<file path="src/hw/rtl/epe_pkg.sv">
// Shared types and constants of the ECU poll protocol engine.
package epe_pkg;

   localparam int FRAME_BYTES = 32;
   localparam int ADDR_W      = $clog2(FRAME_BYTES);
   localparam int LEN_W       = $clog2(FRAME_BYTES + 1);

   localparam logic [1:0] ACT_INIT = 2'd0;
   localparam logic [1:0] ACT_TICK = 2'd1;
   localparam logic [1:0] ACT_BYTE = 2'd2;

   localparam logic [2:0] REQ_NONE   = 3'd0;
   localparam logic [2:0] REQ_WAKEUP = 3'd1;
   localparam logic [2:0] REQ_INIT   = 3'd2;
   localparam logic [2:0] REQ_TBL_11 = 3'd3;
   localparam logic [2:0] REQ_TBL_D1 = 3'd4;

   localparam logic [1:0] FS_NONE = 2'd0;
   localparam logic [1:0] FS_GOOD = 2'd1;
   localparam logic [1:0] FS_BAD  = 2'd2;

   localparam logic [7:0] TYPE_TABLE = 8'h02;
   localparam logic [7:0] SUB_RESET  = 8'h00;
   localparam logic [7:0] SUB_TABLE  = 8'h71;
   localparam logic [7:0] TBL_11     = 8'h11;
   localparam logic [7:0] TBL_D1     = 8'hD1;
   localparam logic [7:0] LEN_MIN    = 8'd3;
   localparam logic [7:0] WD_MAX     = 8'hFF;

   localparam logic [7:0] WD_LIMIT_RST = 8'd10;
   localparam logic [5:0] TICK_DIV_RST = 6'd50;

   localparam logic CSR_WD_LIMIT = 1'b0;
   localparam logic CSR_TICK_DIV = 1'b1;

   typedef enum logic [4:0] {
      PS_NONE   = 5'b00001,
      PS_WAKEUP = 5'b00010,
      PS_INIT   = 5'b00100,
      PS_RUN    = 5'b01000,
      PS_RETRY  = 5'b10000
   } proto_state_type;

   typedef enum logic [2:0] {
      PH_TYPE = 3'b001,
      PH_LEN  = 3'b010,
      PH_DATA = 3'b100
   } phase_type;

   typedef enum logic [3:0] {
      CS_IDLE = 4'b0001,
      CS_EVAL = 4'b0010,
      CS_EMIT = 4'b0100,
      CS_FWD  = 4'b1000
   } ctrl_state_type;

   typedef struct packed {
      logic [7:0] wd_limit;
      logic [5:0] tick_div;
   } cfg_type;

   typedef struct packed {
      logic load;
      logic eval;
      logic emit;
      logic fwd_step;
   } dp_cmd_type;

   typedef struct packed {
      logic fwd;
      logic fwd_last;
      logic out_free;
   } dp_status_type;

endpackage

</file>
<file path="src/hw/rtl/epe_csr.sv">
// Configuration registers of the ECU poll protocol engine.
module epe_csr (
   input  logic            clock,
   input  logic            reset,
   input  logic            psel,
   input  logic            penable,
   input  logic            pwrite,
   input  logic [2:0]      paddr,
   input  logic [31:0]     pwdata,
   output logic [31:0]     prdata,
   output logic            pready,
   output epe_pkg::cfg_type cfg
);

   logic [7:0] wd_limit_ff;
   logic [7:0] wd_limit_in;
   logic [5:0] tick_div_ff;
   logic [5:0] tick_div_in;
   logic       wr;

   assign pready = 1'b1;
   assign wr     = psel && penable && pwrite;

   always_comb begin
      wd_limit_in = wd_limit_ff;
      tick_div_in = tick_div_ff;
      if (wr) begin
         unique case (paddr[2])
            epe_pkg::CSR_WD_LIMIT: wd_limit_in = pwdata[7:0];
            epe_pkg::CSR_TICK_DIV: tick_div_in = pwdata[5:0];
            default: ;
         endcase
      end
   end

   always_ff @(posedge clock) begin
      if (reset) begin
         wd_limit_ff <= epe_pkg::WD_LIMIT_RST;
         tick_div_ff <= epe_pkg::TICK_DIV_RST;
      end else begin
         wd_limit_ff <= wd_limit_in;
         tick_div_ff <= tick_div_in;
      end
   end

   always_comb begin
      unique case (paddr[2])
         epe_pkg::CSR_WD_LIMIT: prdata = {24'd0, wd_limit_ff};
         epe_pkg::CSR_TICK_DIV: prdata = {26'd0, tick_div_ff};
         default:               prdata = 32'd0;
      endcase
   end

   assign cfg.wd_limit = wd_limit_ff;
   assign cfg.tick_div = tick_div_ff;

endmodule

</file>
<file path="src/hw/rtl/epe_ctrl.sv">
// Sequencing state machine of the ECU poll protocol engine.
module epe_ctrl (
   input  logic                  clock,
   input  logic                  reset,
   input  logic                  req_valid,
   output logic                  req_stall,
   input  epe_pkg::dp_status_type status,
   output epe_pkg::dp_cmd_type   cmd
);

   epe_pkg::ctrl_state_type state_ff;
   epe_pkg::ctrl_state_type state_in;

   assign req_stall = (state_ff != epe_pkg::CS_IDLE);

   always_comb begin
      state_in     = state_ff;
      cmd.load     = 1'b0;
      cmd.eval     = 1'b0;
      cmd.emit     = 1'b0;
      cmd.fwd_step = 1'b0;
      unique case (state_ff)
         epe_pkg::CS_IDLE: begin
            if (req_valid) begin
               cmd.load = 1'b1;
               state_in = epe_pkg::CS_EVAL;
            end
         end
         epe_pkg::CS_EVAL: begin
            cmd.eval = 1'b1;
            state_in = status.fwd ? epe_pkg::CS_FWD : epe_pkg::CS_EMIT;
         end
         epe_pkg::CS_EMIT: begin
            if (status.out_free) begin
               cmd.emit = 1'b1;
               state_in = epe_pkg::CS_IDLE;
            end
         end
         epe_pkg::CS_FWD: begin
            if (status.out_free) begin
               cmd.fwd_step = 1'b1;
               if (status.fwd_last) begin
                  state_in = epe_pkg::CS_IDLE;
               end
            end
         end
         default: state_in = epe_pkg::CS_IDLE;
      endcase
   end

   always_ff @(posedge clock) begin
      if (reset) begin
         state_ff <= epe_pkg::CS_IDLE;
      end else begin
         state_ff <= state_in;
      end
   end

endmodule

</file>
<file path="src/hw/rtl/epe_datapath.sv">
// Protocol state, deframer, frame buffer and result register.
module epe_datapath (
   input  logic                   clock,
   input  logic                   reset,
   input  epe_pkg::cfg_type       cfg,
   input  epe_pkg::dp_cmd_type    cmd,
   output epe_pkg::dp_status_type status,
   input  logic [1:0]             req_action,
   input  logic [7:0]             req_rx_byte,
   output logic                   rsp_valid,
   input  logic                   rsp_stall,
   output logic                   rsp_alive,
   output logic [2:0]             rsp_request,
   output logic [1:0]             rsp_frame_status,
   output logic                   rsp_forward_valid,
   output logic [7:0]             rsp_forward_byte,
   output logic                   rsp_last
);

   localparam int AW = epe_pkg::ADDR_W;
   localparam int LW = epe_pkg::LEN_W;

   logic [1:0] action_ff;
   logic [7:0] byte_ff;

   epe_pkg::proto_state_type pstate_ff, pstate_in;
   epe_pkg::phase_type       phase_ff, phase_in;
   logic [5:0]  tick_ff, tick_in;
   logic [7:0]  wd_ff, wd_in;
   logic [LW-1:0] index_ff, index_in;
   logic [LW-1:0] length_ff, length_in;
   logic [7:0]  sum_ff, sum_in;
   logic [7:0]  type_ff, type_in;
   logic [7:0]  sub_ff, sub_in;
   logic [7:0]  b3_ff, b3_in;

   logic        res_alive_ff, res_alive_in;
   logic [2:0]  res_req_ff, res_req_in;
   logic [1:0]  res_status_ff, res_status_in;
   logic        fwd;
   logic [AW-1:0] fwd_k_ff, fwd_k_in;
   logic [AW-1:0] fwd_end_ff, fwd_end_in;
   logic        fwd_last;

   logic [7:0]  frame_mem_ff [epe_pkg::FRAME_BYTES];
   logic [7:0]  rdata_ff;
   logic        mem_we;

   logic        rsp_valid_ff, rsp_valid_in;
   logic        out_alive_ff;
   logic [2:0]  out_req_ff;
   logic [1:0]  out_status_ff;
   logic        out_fv_ff;
   logic [7:0]  out_fb_ff;
   logic        out_last_ff;

   logic [5:0]  tick_next;
   logic [8:0]  wd_next;
   logic [LW-1:0] index_next;
   logic [LW-1:0] len_m1;
   logic [7:0]  sum_next;
   logic [7:0]  sub_eff;
   logic [7:0]  b3_eff;
   logic [1:0]  fs;
   logic        out_free;

   assign out_free   = !rsp_valid_ff || !rsp_stall;
   assign tick_next  = tick_ff + 6'd1;
   assign wd_next    = {1'b0, wd_ff} + 9'd1;
   assign index_next = index_ff + LW'(1);
   assign len_m1     = length_ff - LW'(1);
   assign sum_next   = sum_ff + byte_ff;
   assign sub_eff    = (index_ff == LW'(2)) ? byte_ff : sub_ff;
   assign b3_eff     = (index_ff == LW'(3)) ? byte_ff : b3_ff;
   assign fwd_last   = (fwd_k_ff == fwd_end_ff);

   always_ff @(posedge clock) begin
      if (cmd.load) begin
         action_ff <= req_action;
         byte_ff   <= req_rx_byte;
      end
   end

   always_comb begin
      pstate_in     = pstate_ff;
      phase_in      = phase_ff;
      tick_in       = tick_ff;
      wd_in         = wd_ff;
      index_in      = index_ff;
      length_in     = length_ff;
      sum_in        = sum_ff;
      type_in       = type_ff;
      sub_in        = sub_ff;
      b3_in         = b3_ff;
      res_alive_in  = 1'b1;
      res_req_in    = epe_pkg::REQ_NONE;
      res_status_in = epe_pkg::FS_NONE;
      fwd           = 1'b0;
      fwd_end_in    = len_m1[AW-1:0];
      mem_we        = 1'b0;
      fs            = epe_pkg::FS_NONE;
      case (action_ff)
         epe_pkg::ACT_INIT: begin
            pstate_in = epe_pkg::PS_WAKEUP;
            wd_in     = 8'd0;
            tick_in   = 6'd0;
         end
         epe_pkg::ACT_TICK: begin
            if (pstate_ff == epe_pkg::PS_RUN || pstate_ff == epe_pkg::PS_RETRY) begin
               tick_in = (tick_next < cfg.tick_div) ? tick_next : 6'd0;
            end
            if (!((pstate_ff == epe_pkg::PS_RUN || pstate_ff == epe_pkg::PS_RETRY)
                  && (tick_next < cfg.tick_div))) begin
               unique case (pstate_ff)
                  epe_pkg::PS_WAKEUP: begin
                     res_req_in = epe_pkg::REQ_WAKEUP;
                     pstate_in  = epe_pkg::PS_INIT;
                  end
                  epe_pkg::PS_INIT: begin
                     res_req_in = epe_pkg::REQ_INIT;
                     pstate_in  = epe_pkg::PS_RUN;
                  end
                  epe_pkg::PS_RUN: begin
                     res_alive_in = !(wd_next > {1'b0, cfg.wd_limit});
                     wd_in        = wd_next[8] ? epe_pkg::WD_MAX : wd_next[7:0];
                  end
                  epe_pkg::PS_RETRY: begin
                     res_req_in = epe_pkg::REQ_TBL_11;
                     wd_in      = 8'd0;
                     pstate_in  = epe_pkg::PS_RUN;
                  end
                  default: ;
               endcase
            end
         end
         epe_pkg::ACT_BYTE: begin
            if (pstate_ff == epe_pkg::PS_RUN) begin
               unique case (phase_ff)
                  epe_pkg::PH_TYPE: begin
                     mem_we   = 1'b1;
                     type_in  = byte_ff;
                     sum_in   = byte_ff;
                     index_in = index_next;
                     phase_in = epe_pkg::PH_LEN;
                  end
                  epe_pkg::PH_LEN: begin
                     if (byte_ff >= epe_pkg::LEN_MIN &&
                         byte_ff <= 8'(epe_pkg::FRAME_BYTES)) begin
                        mem_we    = 1'b1;
                        length_in = byte_ff[LW-1:0];
                        sum_in    = sum_next;
                        index_in  = index_next;
                        phase_in  = epe_pkg::PH_DATA;
                     end else begin
                        fs        = epe_pkg::FS_BAD;
                        index_in  = '0;
                        length_in = '0;
                        phase_in  = epe_pkg::PH_TYPE;
                     end
                  end
                  epe_pkg::PH_DATA: begin
                     mem_we = 1'b1;
                     sub_in = sub_eff;
                     b3_in  = b3_eff;
                     if (index_next >= length_ff) begin
                        fs        = (sum_next == 8'd0) ? epe_pkg::FS_GOOD : epe_pkg::FS_BAD;
                        index_in  = '0;
                        length_in = '0;
                        phase_in  = epe_pkg::PH_TYPE;
                     end else begin
                        sum_in   = sum_next;
                        index_in = index_next;
                     end
                  end
                  default: ;
               endcase
               res_status_in = fs;
               if (fs == epe_pkg::FS_BAD) begin
                  pstate_in = epe_pkg::PS_RETRY;
               end else if (fs == epe_pkg::FS_GOOD) begin
                  wd_in = 8'd0;
                  if (type_ff == epe_pkg::TYPE_TABLE) begin
                     if (sub_eff == epe_pkg::SUB_RESET) begin
                        res_req_in = epe_pkg::REQ_TBL_11;
                     end else if (sub_eff == epe_pkg::SUB_TABLE) begin
                        fwd = 1'b1;
                        if (b3_eff == epe_pkg::TBL_11) begin
                           res_req_in = epe_pkg::REQ_TBL_D1;
                        end
                        if (b3_eff == epe_pkg::TBL_D1) begin
                           pstate_in = epe_pkg::PS_RETRY;
                        end
                     end
                  end
               end
            end
         end
         default: ;
      endcase
   end

   always_ff @(posedge clock) begin
      if (reset) begin
         pstate_ff <= epe_pkg::PS_NONE;
         phase_ff  <= epe_pkg::PH_TYPE;
         tick_ff   <= 6'd0;
         wd_ff     <= 8'd0;
         index_ff  <= '0;
         length_ff <= '0;
      end else if (cmd.eval) begin
         pstate_ff <= pstate_in;
         phase_ff  <= phase_in;
         tick_ff   <= tick_in;
         wd_ff     <= wd_in;
         index_ff  <= index_in;
         length_ff <= length_in;
      end
   end

   always_ff @(posedge clock) begin
      if (cmd.eval) begin
         sum_ff        <= sum_in;
         type_ff       <= type_in;
         sub_ff        <= sub_in;
         b3_ff         <= b3_in;
         res_alive_ff  <= res_alive_in;
         res_req_ff    <= res_req_in;
         res_status_ff <= res_status_in;
         fwd_end_ff    <= fwd_end_in;
      end
   end

   always_comb begin
      fwd_k_in = fwd_k_ff;
      if (cmd.eval) begin
         fwd_k_in = '0;
      end else if (cmd.fwd_step) begin
         fwd_k_in = fwd_k_ff + AW'(1);
      end
   end

   always_ff @(posedge clock) begin
      fwd_k_ff <= fwd_k_in;
   end

   always_ff @(posedge clock) begin
      if (cmd.eval && mem_we) begin
         frame_mem_ff[index_ff[AW-1:0]] <= byte_ff;
      end
      rdata_ff <= frame_mem_ff[fwd_k_in];
   end

   assign rsp_valid_in = (cmd.emit || cmd.fwd_step) ? 1'b1 : (rsp_valid_ff && rsp_stall);

   always_ff @(posedge clock) begin
      if (reset) begin
         rsp_valid_ff <= 1'b0;
      end else begin
         rsp_valid_ff <= rsp_valid_in;
      end
   end

   always_ff @(posedge clock) begin
      if (cmd.emit) begin
         out_alive_ff  <= res_alive_ff;
         out_req_ff    <= res_req_ff;
         out_status_ff <= res_status_ff;
         out_fv_ff     <= 1'b0;
         out_fb_ff     <= 8'd0;
         out_last_ff   <= 1'b1;
      end else if (cmd.fwd_step) begin
         out_alive_ff  <= 1'b1;
         out_req_ff    <= fwd_last ? res_req_ff : epe_pkg::REQ_NONE;
         out_status_ff <= fwd_last ? res_status_ff : epe_pkg::FS_NONE;
         out_fv_ff     <= 1'b1;
         out_fb_ff     <= rdata_ff;
         out_last_ff   <= fwd_last;
      end
   end

   assign status.fwd      = fwd;
   assign status.fwd_last = fwd_last;
   assign status.out_free = out_free;

   assign rsp_valid         = rsp_valid_ff;
   assign rsp_alive         = out_alive_ff;
   assign rsp_request       = out_req_ff;
   assign rsp_frame_status  = out_status_ff;
   assign rsp_forward_valid = out_fv_ff;
   assign rsp_forward_byte  = out_fb_ff;
   assign rsp_last          = out_last_ff;

`ifndef ASSERT_OFF
   a_len_range: assert property (@(posedge clock) disable iff (reset)
      (phase_ff == epe_pkg::PH_DATA) |->
      (length_ff >= LW'(3) && length_ff <= LW'(epe_pkg::FRAME_BYTES)))
      else $error("frame length out of range in data phase");

   a_index_bound: assert property (@(posedge clock) disable iff (reset)
      index_ff < LW'(epe_pkg::FRAME_BYTES))
      else $error("frame index past buffer");

   a_fwd_bound: assert property (@(posedge clock) disable iff (reset)
      cmd.fwd_step |-> (fwd_k_ff <= fwd_end_ff))
      else $error("forward count past frame end");

   a_eval_free: assert property (@(posedge clock) disable iff (reset)
      cmd.eval |-> !(cmd.emit || cmd.fwd_step || cmd.load))
      else $error("evaluate overlaps another command");
`endif

endmodule

</file>
<file path="src/hw/rtl/ecu_poll_protocol_engine_unit.sv">
// Top level of the ECU poll protocol engine.
// Sequencing: a single-result item is accepted in the idle state, evaluated in the evaluate
// state, and its beat is loaded into the output register in the emit state once that is free.
// Flow: a new item is taken only once the last one is done (req_stall is high until then);
// a forwarded frame is read from the frame buffer one beat per cycle while the output is not stalled.
// Reset: synchronous, clears the control and protocol state; the frame buffer is not cleared.
module ecu_poll_protocol_engine_unit (
   input  logic        clock,
   input  logic        reset,
   input  logic        req_valid,
   output logic        req_stall,
   input  logic [1:0]  req_action,
   input  logic [7:0]  req_rx_byte,
   output logic        rsp_valid,
   input  logic        rsp_stall,
   output logic        rsp_alive,
   output logic [2:0]  rsp_request,
   output logic [1:0]  rsp_frame_status,
   output logic        rsp_forward_valid,
   output logic [7:0]  rsp_forward_byte,
   output logic        rsp_last,
   input  logic        psel,
   input  logic        penable,
   input  logic        pwrite,
   input  logic [2:0]  paddr,
   input  logic [31:0] pwdata,
   output logic [31:0] prdata,
   output logic        pready
);

   epe_pkg::cfg_type       cfg;
   epe_pkg::dp_cmd_type    cmd;
   epe_pkg::dp_status_type status;

   epe_csr u_csr (
      .clock   (clock),
      .reset   (reset),
      .psel    (psel),
      .penable (penable),
      .pwrite  (pwrite),
      .paddr   (paddr),
      .pwdata  (pwdata),
      .prdata  (prdata),
      .pready  (pready),
      .cfg     (cfg)
   );

   epe_ctrl u_ctrl (
      .clock     (clock),
      .reset     (reset),
      .req_valid (req_valid),
      .req_stall (req_stall),
      .status    (status),
      .cmd       (cmd)
   );

   epe_datapath u_dp (
      .clock             (clock),
      .reset             (reset),
      .cfg               (cfg),
      .cmd               (cmd),
      .status            (status),
      .req_action        (req_action),
      .req_rx_byte       (req_rx_byte),
      .rsp_valid         (rsp_valid),
      .rsp_stall         (rsp_stall),
      .rsp_alive         (rsp_alive),
      .rsp_request       (rsp_request),
      .rsp_frame_status  (rsp_frame_status),
      .rsp_forward_valid (rsp_forward_valid),
      .rsp_forward_byte  (rsp_forward_byte),
      .rsp_last          (rsp_last)
   );

endmodule
</file>
<file path="config.mk">
export PLATFORM = sky130hd
export DESIGN_NAME = ecu_poll_protocol_engine_unit
export DESIGN_NICKNAME = d
export VERILOG_FILES = /design/src/hw/rtl/epe_pkg.sv /design/src/hw/rtl/epe_csr.sv /design/src/hw/rtl/epe_ctrl.sv /design/src/hw/rtl/epe_datapath.sv /design/src/hw/rtl/ecu_poll_protocol_engine_unit.sv
export SDC_FILE = /design/constraint.sdc
export NUM_CORES = 1
export LEC_CHECK = 0
export BUFFER_PORTS_ARGS = -buffer_cell sky130_fd_sc_hd__buf_2
export CORE_MARGIN = 2
export CORE_UTILIZATION = 30
export DETAILED_ROUTE_END_ITERATION = 16
export HOLD_SLACK_MARGIN = 0.08
export PLACE_DENSITY = 0.5
export SYNTH_ARGS = -nofsm -noshare
export SYNTH_HDL_FRONTEND = slang
export SYNTH_HIERARCHICAL = 1
export SYNTH_SLANG_ARGS = --single-unit
</file>
<file path="constraint.sdc">
create_clock -name clock -period 13 [get_ports clock]
set_input_delay 2.6 -clock clock [delete_from_list [all_inputs] [get_ports clock]]
set_output_delay 2.6 -clock clock [all_outputs]
set_load 0.05 [all_outputs]
</file>
Word-level counts from Yosys, hierarchy flattened
Memory sizes are Yosys's and may differ from the RTL's. A register that Yosys moved wholly into a read port is not among the register bits.
Cells that the tools add are included.
Widths: inputs -> output; s select.

word-level totals
  register bits after elaboration = 127
  memory bits (writable) = 256
  input port bits = 52
  output and inout bits = 51
  logic and storage cells = 207
  memories = 1

cells by class
  $add $sub $neg = 6
  order comparisons = 5
  equal/unequal tests = 42
  muxes and demuxes = 87
  bitwise operators = 3
  reductions and logical operators = 36

memories
  name               depth  bits a word  read ports  clocked after Yosys merged registers in  write ports  line                source
  u_dp.frame_mem_ff  32     8            1           1                                        1            epe_datapath.sv:45  logic [7:0] frame_mem_ff [epe_pkg::FRAME_BYTES];

operators with widths
  cell                 number
  $mux 8               9
  $pmux 32 s2          1
  $mux 5               10
  $pmux 8 s3           2
  $mux 3               13
  $mux 6               6
  $pmux 6 s2           2
  $mux 1               21
  $mux 4               5
  $pmux 6 s3           1
  $logic_not 8->1      2
  $mux 2               8
  $ne 2x1->1 const B   8
  $pmux 4 s4           1
  $pmux 8 s2           1
  $reduce_and 4->1     4
  $ne 3x1->1 const B   5
  $pmux 5 s3           1
  $add 6x1->6 const B  2
  $eq 6x2->1 const B   2
  $pmux 5 s2           1
  $reduce_and 10->1    1
  $reduce_and 5->1     2
  $add 8x1->9 const B  1
  47 further kinds     70

Depth between registers and ports, before layout
  depth after elaboration = 14
  gate-level depth with buffers = 18

Hierarchy
The synthesis kept the hierarchy.

by module, submodules not included
  module        instances  cells an instance  area each (sq um)
  epe_datapath  1          1,149              16,313.1
  epe_csr       1          96                 905.9
  epe_ctrl      1          32                 299.0

Least setup slack after synthesis
Ideal clock, no wire load.

  kind = input-to-output
  start = input port paddr[2]
  end = output port prdata[0]
  data arrival time = 3.156 ns
  required time = 10.400 ns
  setup slack = 7.244 ns
  stages on the path = 2
  path buffers = 1
  path through = buf_6 -> mux2_2

on the way
  word-level cells in the longest chain between the ends = 2

ends and longest elaborated chain
  element              line                                 source
  start, declared      ecu_poll_protocol_engine_unit.sv:25  input logic [2:0] paddr,
  $not 1->1 (no line)  --
  $pmux 32 s2 *        epe_csr.sv:47                        unique case (paddr[2])
  end, declared        ecu_poll_protocol_engine_unit.sv:27  output logic [31:0] prdata,

Every way passes the cells marked *; elsewhere a longest branch is shown, timed or not. The select of a mux whose other input is x is not followed.

==> run summary <==
Hold is met by 0.466 ns. TritonCTS built the clock tree. The routed design could run at a clock period as short as 6.02 ns.

Cell with the largest stage delay on the worst path: sky130_fd_sc_hd__mux2i_1. The final-stage net count came out at 1423. The type of the tightest min-delay check is register to register.

The yosys synthesis warning count is 6. Max-slew headroom at the worst pin: 19.6%. The distinct cell type count after synthesis is 98, and the horizontal die dimension is 246 µm. The critical path start-end classification is input pin to register. The power density over the cells was 136 nW/µm²; the number of synthesized flops with an enable pin was 315. For the final routed database, the setup TNS stands at 0 ns.

The row count is 88. Clock-pin slew was measured on the worst setup and hold paths at 0.06 ns. The detail route stage leaves a number of antenna-violating nets equal to 0.

After detailed routing, the average wire length per cell comes to 19.0 µm. The logs give 103 for the number of placed I/O pins and 0.0823 mV for the largest voltage drop on the vdd net. The signed area change from the synthesized netlist to the final layout is 13.5%, and the pre-CTS worst setup slack is 6.31 ns. Instance area at placement: 18500 µm².

The tools report the slack of the critical path as 6.98 ns. The flip-flop and latch count after synthesis works out to 391. For this run, the top clock speed supported by timing is 0.166 GHz. The aggregate global routing overflow came out at 0. The clock root buffer is sky130_fd_sc_hd__clkbuf_16. Setup violations remaining at the end of the flow were counted as 0. The final layout contains routed wiring with a total length of 40500 µm. Buffers inserted to repair hold after CTS numbered 0. Gates resized during post-CTS repair numbered 0. The run gives 0.000594 W as the net switching component of the power. The critical path launch point type is an input pin.

For this run, the detailed router's first-pass iteration total came to 5. The number of antenna violations at the first check in global routing came out at 0. The maximum number of buffers from clock root to sink was 3; the synthesized area per cell was 13.7 µm².

The core region area is 57700 µm². The sequential area share after synthesis was 62.7%; the number of buffers added on ports was 51. After routing the design area is 19900 µm². The share of synthesized flip-flops with an asynchronous set or reset is 0%. The number of clock sinks is 391. The tools report the antenna diode instance count as 0. The largest stage delay on the critical path was 0.90 ns; the net switching share of the total power was 22.0%. Detailed placement ended at an HPWL of 25800 µm.

Count of endpoints failing hold in the final timing report: 0. The critical path goes through buf_2, nand2_1, and2_1, buf_4, nand4_1, mux2i_1, inv_1, nor3_1, a22oi_1, o211ai_1. The tool flagged a number of max-cap violations equal to 0.

Global-route total usage across every layer: 13.5%. For the via count of the first global-routing pass, the log shows 10400. The run finished with clean final reports. The die area is 60300 µm², and the share of power burned in the clock network is 45.0%. Of the available clock period, the critical path in the final layout requires 46.3%.

For this run, design rule violations remaining after detail routing come to 0. The largest net degree at the start of global routing was 57. The pin slew with the least headroom to its limit is 1.20 ns. Main flop type after synthesis: sky130_fd_sc_hd__edfxtp_1. TritonCTS created 43 clock buffers. The routed layout has 10400 vias.

After detailed routing, the number of vias per cell comes to 4.87. The overall die height is 246 µm. The logs give 0.761 for the final weighted congestion in routability-driven placement and 13.48 ns for the worst endpoint required time. The initial core utilization came out at 30.4%. Of the cells placed in the final design, the portion with a size suffix greater than 1 is 16.3%. Of all nets on the critical path, the largest fanout is 20. The netlist area before placement was 17500 µm². Synthesis produced 1277 cells. The tools report the count of final max-slew check failures as 0. The logs give 0.57 ns for the latest clock arrival within the worst-skew pair and 587 for the number of violations reported at the end of detailed-routing iteration 0. The logs give 6.50 ns for the worst path arrival time and 6.69 nW for the static leakage power. The deepest level of the CTS H-tree is 2. Setup repair after global routing left no endpoint under its margin.

The internal portion of the total power is 0.00211 W. The first global-routing pass estimated 62500 µm of wire. STA classifies the critical path endpoint as a register.

The clock arrives with 0.0128 ns of skew. The share of total power dissipated in sequential elements is 50.7%. Combinational cells account for 4.3% of the total power. Once the clock tree was built, the setup fixing pass inserted 0 buffers.
-- power by group through the flow --
stage,clock (W),sequential [W],combinational (W)
after global routing,0.00130,0.00137,0.000127
final,0.00122,0.00137,0.000116
after global placement,0,0.00140,0.000115
after floorplan,0,0.00141,0.0000722
after detailed placement,0,0.00140,0.000117
after CTS,0.00126,0.00137,0.000118
-- metrics by stage --
stage | util [%] | instances | total power (W)
after floorplan | - | 1300 | 0.00148
after global placement | 32.0 | 2050 | 0.00151
after detailed placement | 32.0 | 2050 | 0.00151
after CTS | 34.5 | 2129 | 0.00274
after global routing | 34.5 | 2129 | 0.00280
final | 34.5 | 2129 | 0.00270
-- layout by cell type, fill, tap and decap left out, drive strengths merged, types with 23 or more instances in the layout --
master / instances
edfxtp: 315
a32oi: 23
nand2: 117
mux2i: 73
dfxtp: 76
conb: 25
nor2: 90
mux4: 32
mux2: 26
buf: 71
ha: 40
clkbuf: 55
a21oi: 23
inv: 47
-- layer usage --
layer  wire, µm  track usage [%]  vias up
li1           -                -     4912
met1      18300             17.9     5174
met2      19200             22.2      230
met3       2030             2.90       59
met4       1060             4.22        0
met5          0                0        -
-- area by class of cell --
type | count | area, µm²
Fill cell | 5674 | 37800
Clock buffer | 55 | 1160
Multi-Input combinational cell | 776 | 5960
Sequential cell | 391 | 11000
Clock inverter | 24 | 240
Inverter | 47 | 178
Tap cell | 765 | 957
Timing Repair Buffer | 71 | 405
-- worst max-delay path: cells and delay by family --
family | cells | cell delay, ns
AND/OR/NAND/NOR | 4 | 1.50
multiplexers | 1 | 0.90
AO/OA/AOI/OAI | 2 | 0.49
buffers and inverters | 3 | 0.99
-- final timing paths --
check                                                      endpoint                                 from  slack (ns)  cells past startpoint
worst min register to register  u_dp/rsp_forward_valid$_SDFFE_PP0P_  u_dp/rsp_forward_valid$_SDFFE_PP0P_        0.47                      2
worst max register to register             u_dp/rdata_ff[5]$_DFF_P_      u_ctrl/state_ff[3]$_SDFFE_PP0P_        8.34                      9
worst max-delay path                       u_dp/rdata_ff[5]$_DFF_P_                            rsp_stall        6.98                     10
worst min-delay path            u_dp/rsp_forward_valid$_SDFFE_PP0P_  u_dp/rsp_forward_valid$_SDFFE_PP0P_        0.47                      2
-- sequential cells by signal, summed over array words and instances, names as in the netlist, 5 cells and up --
register / flops
u_dp/tick_ff: 6
u_dp/frame_mem_ff: 256
u_csr/wd_limit_ff: 8
u_dp/index_ff: 6
u_dp/pstate_ff: 5
u_dp/byte_ff: 8
u_dp/b3_ff: 8
u_dp/rdata_ff: 8
u_dp/wd_ff: 8
u_dp/sub_ff: 8
u_csr/tick_div_ff: 6
u_dp/length_ff: 6
u_dp/fwd_end_ff: 5
u_dp/sum_ff: 8
u_dp/type_ff: 8
u_dp/fwd_k_ff: 5
u_dp/rsp_forward_byte: 8
-- kinds of logic (layout without fill, tap and decap cells) --
logic type | after synthesis | count (layout) | synth area share (%)
compound gates | 181 | 181 | 7.92
mux | 131 | 131 | 10.0
xor+xnor | 34 | 34 | 1.79
other cells | 2 | 25 | 0.0429
fa+ha+maj | 41 | 41 | 2.97
buf+inv | 133 | 197 | 3.89
simple gates | 364 | 364 | 10.7
flops | 391 | 391 | 62.7
-- Yosys cell counts (4+ instances only) --
master	n	area [µm²]
sky130_fd_sc_hd__o31ai_1	4	30.0
sky130_fd_sc_hd__or4b_1	4	40.0
sky130_fd_sc_hd__a221oi_1	11	96.3
sky130_fd_sc_hd__buf_4	33	248
sky130_fd_sc_hd__xnor2_1	18	158
sky130_fd_sc_hd__o211ai_1	10	75.1
sky130_fd_sc_hd__and2_1	9	56.3
sky130_fd_sc_hd__a21o_1	6	45.0
sky130_fd_sc_hd__mux4_2	32	721
sky130_fd_sc_hd__nand3_1	22	110
sky130_fd_sc_hd__a32oi_1	23	201
sky130_fd_sc_hd__xor2_1	15	131
sky130_fd_sc_hd__nand2b_1	22	138
sky130_fd_sc_hd__nand4_1	9	56.3
sky130_fd_sc_hd__ha_1	40	500
sky130_fd_sc_hd__a22oi_1	21	158
sky130_fd_sc_hd__a31oi_1	15	93.8
sky130_fd_sc_hd__and3_1	7	43.8
sky130_fd_sc_hd__nor4_1	10	62.6
sky130_fd_sc_hd__inv_1	44	165
sky130_fd_sc_hd__nor3b_1	4	30.0
sky130_fd_sc_hd__nor2b_1	15	93.8
sky130_fd_sc_hd__buf_2	16	80.1
sky130_fd_sc_hd__nand2_1	116	435
sky130_fd_sc_hd__nor3_1	19	95.1
sky130_fd_sc_hd__clkbuf_1	28	105
sky130_fd_sc_hd__nand3b_1	5	37.5
sky130_fd_sc_hd__a21oi_1	23	115
sky130_fd_sc_hd__mux2_2	24	270
sky130_fd_sc_hd__o21ai_0	21	105
sky130_fd_sc_hd__edfxtp_1	315	9460
sky130_fd_sc_hd__dfxtp_1	76	1520
sky130_fd_sc_hd__buf_6	5	56.3
sky130_fd_sc_hd__o21a_1	5	37.5
sky130_fd_sc_hd__mux2i_1	72	721
sky130_fd_sc_hd__nor2_1	88	330
No activity file was read; power rests on OpenSTA's default activity.
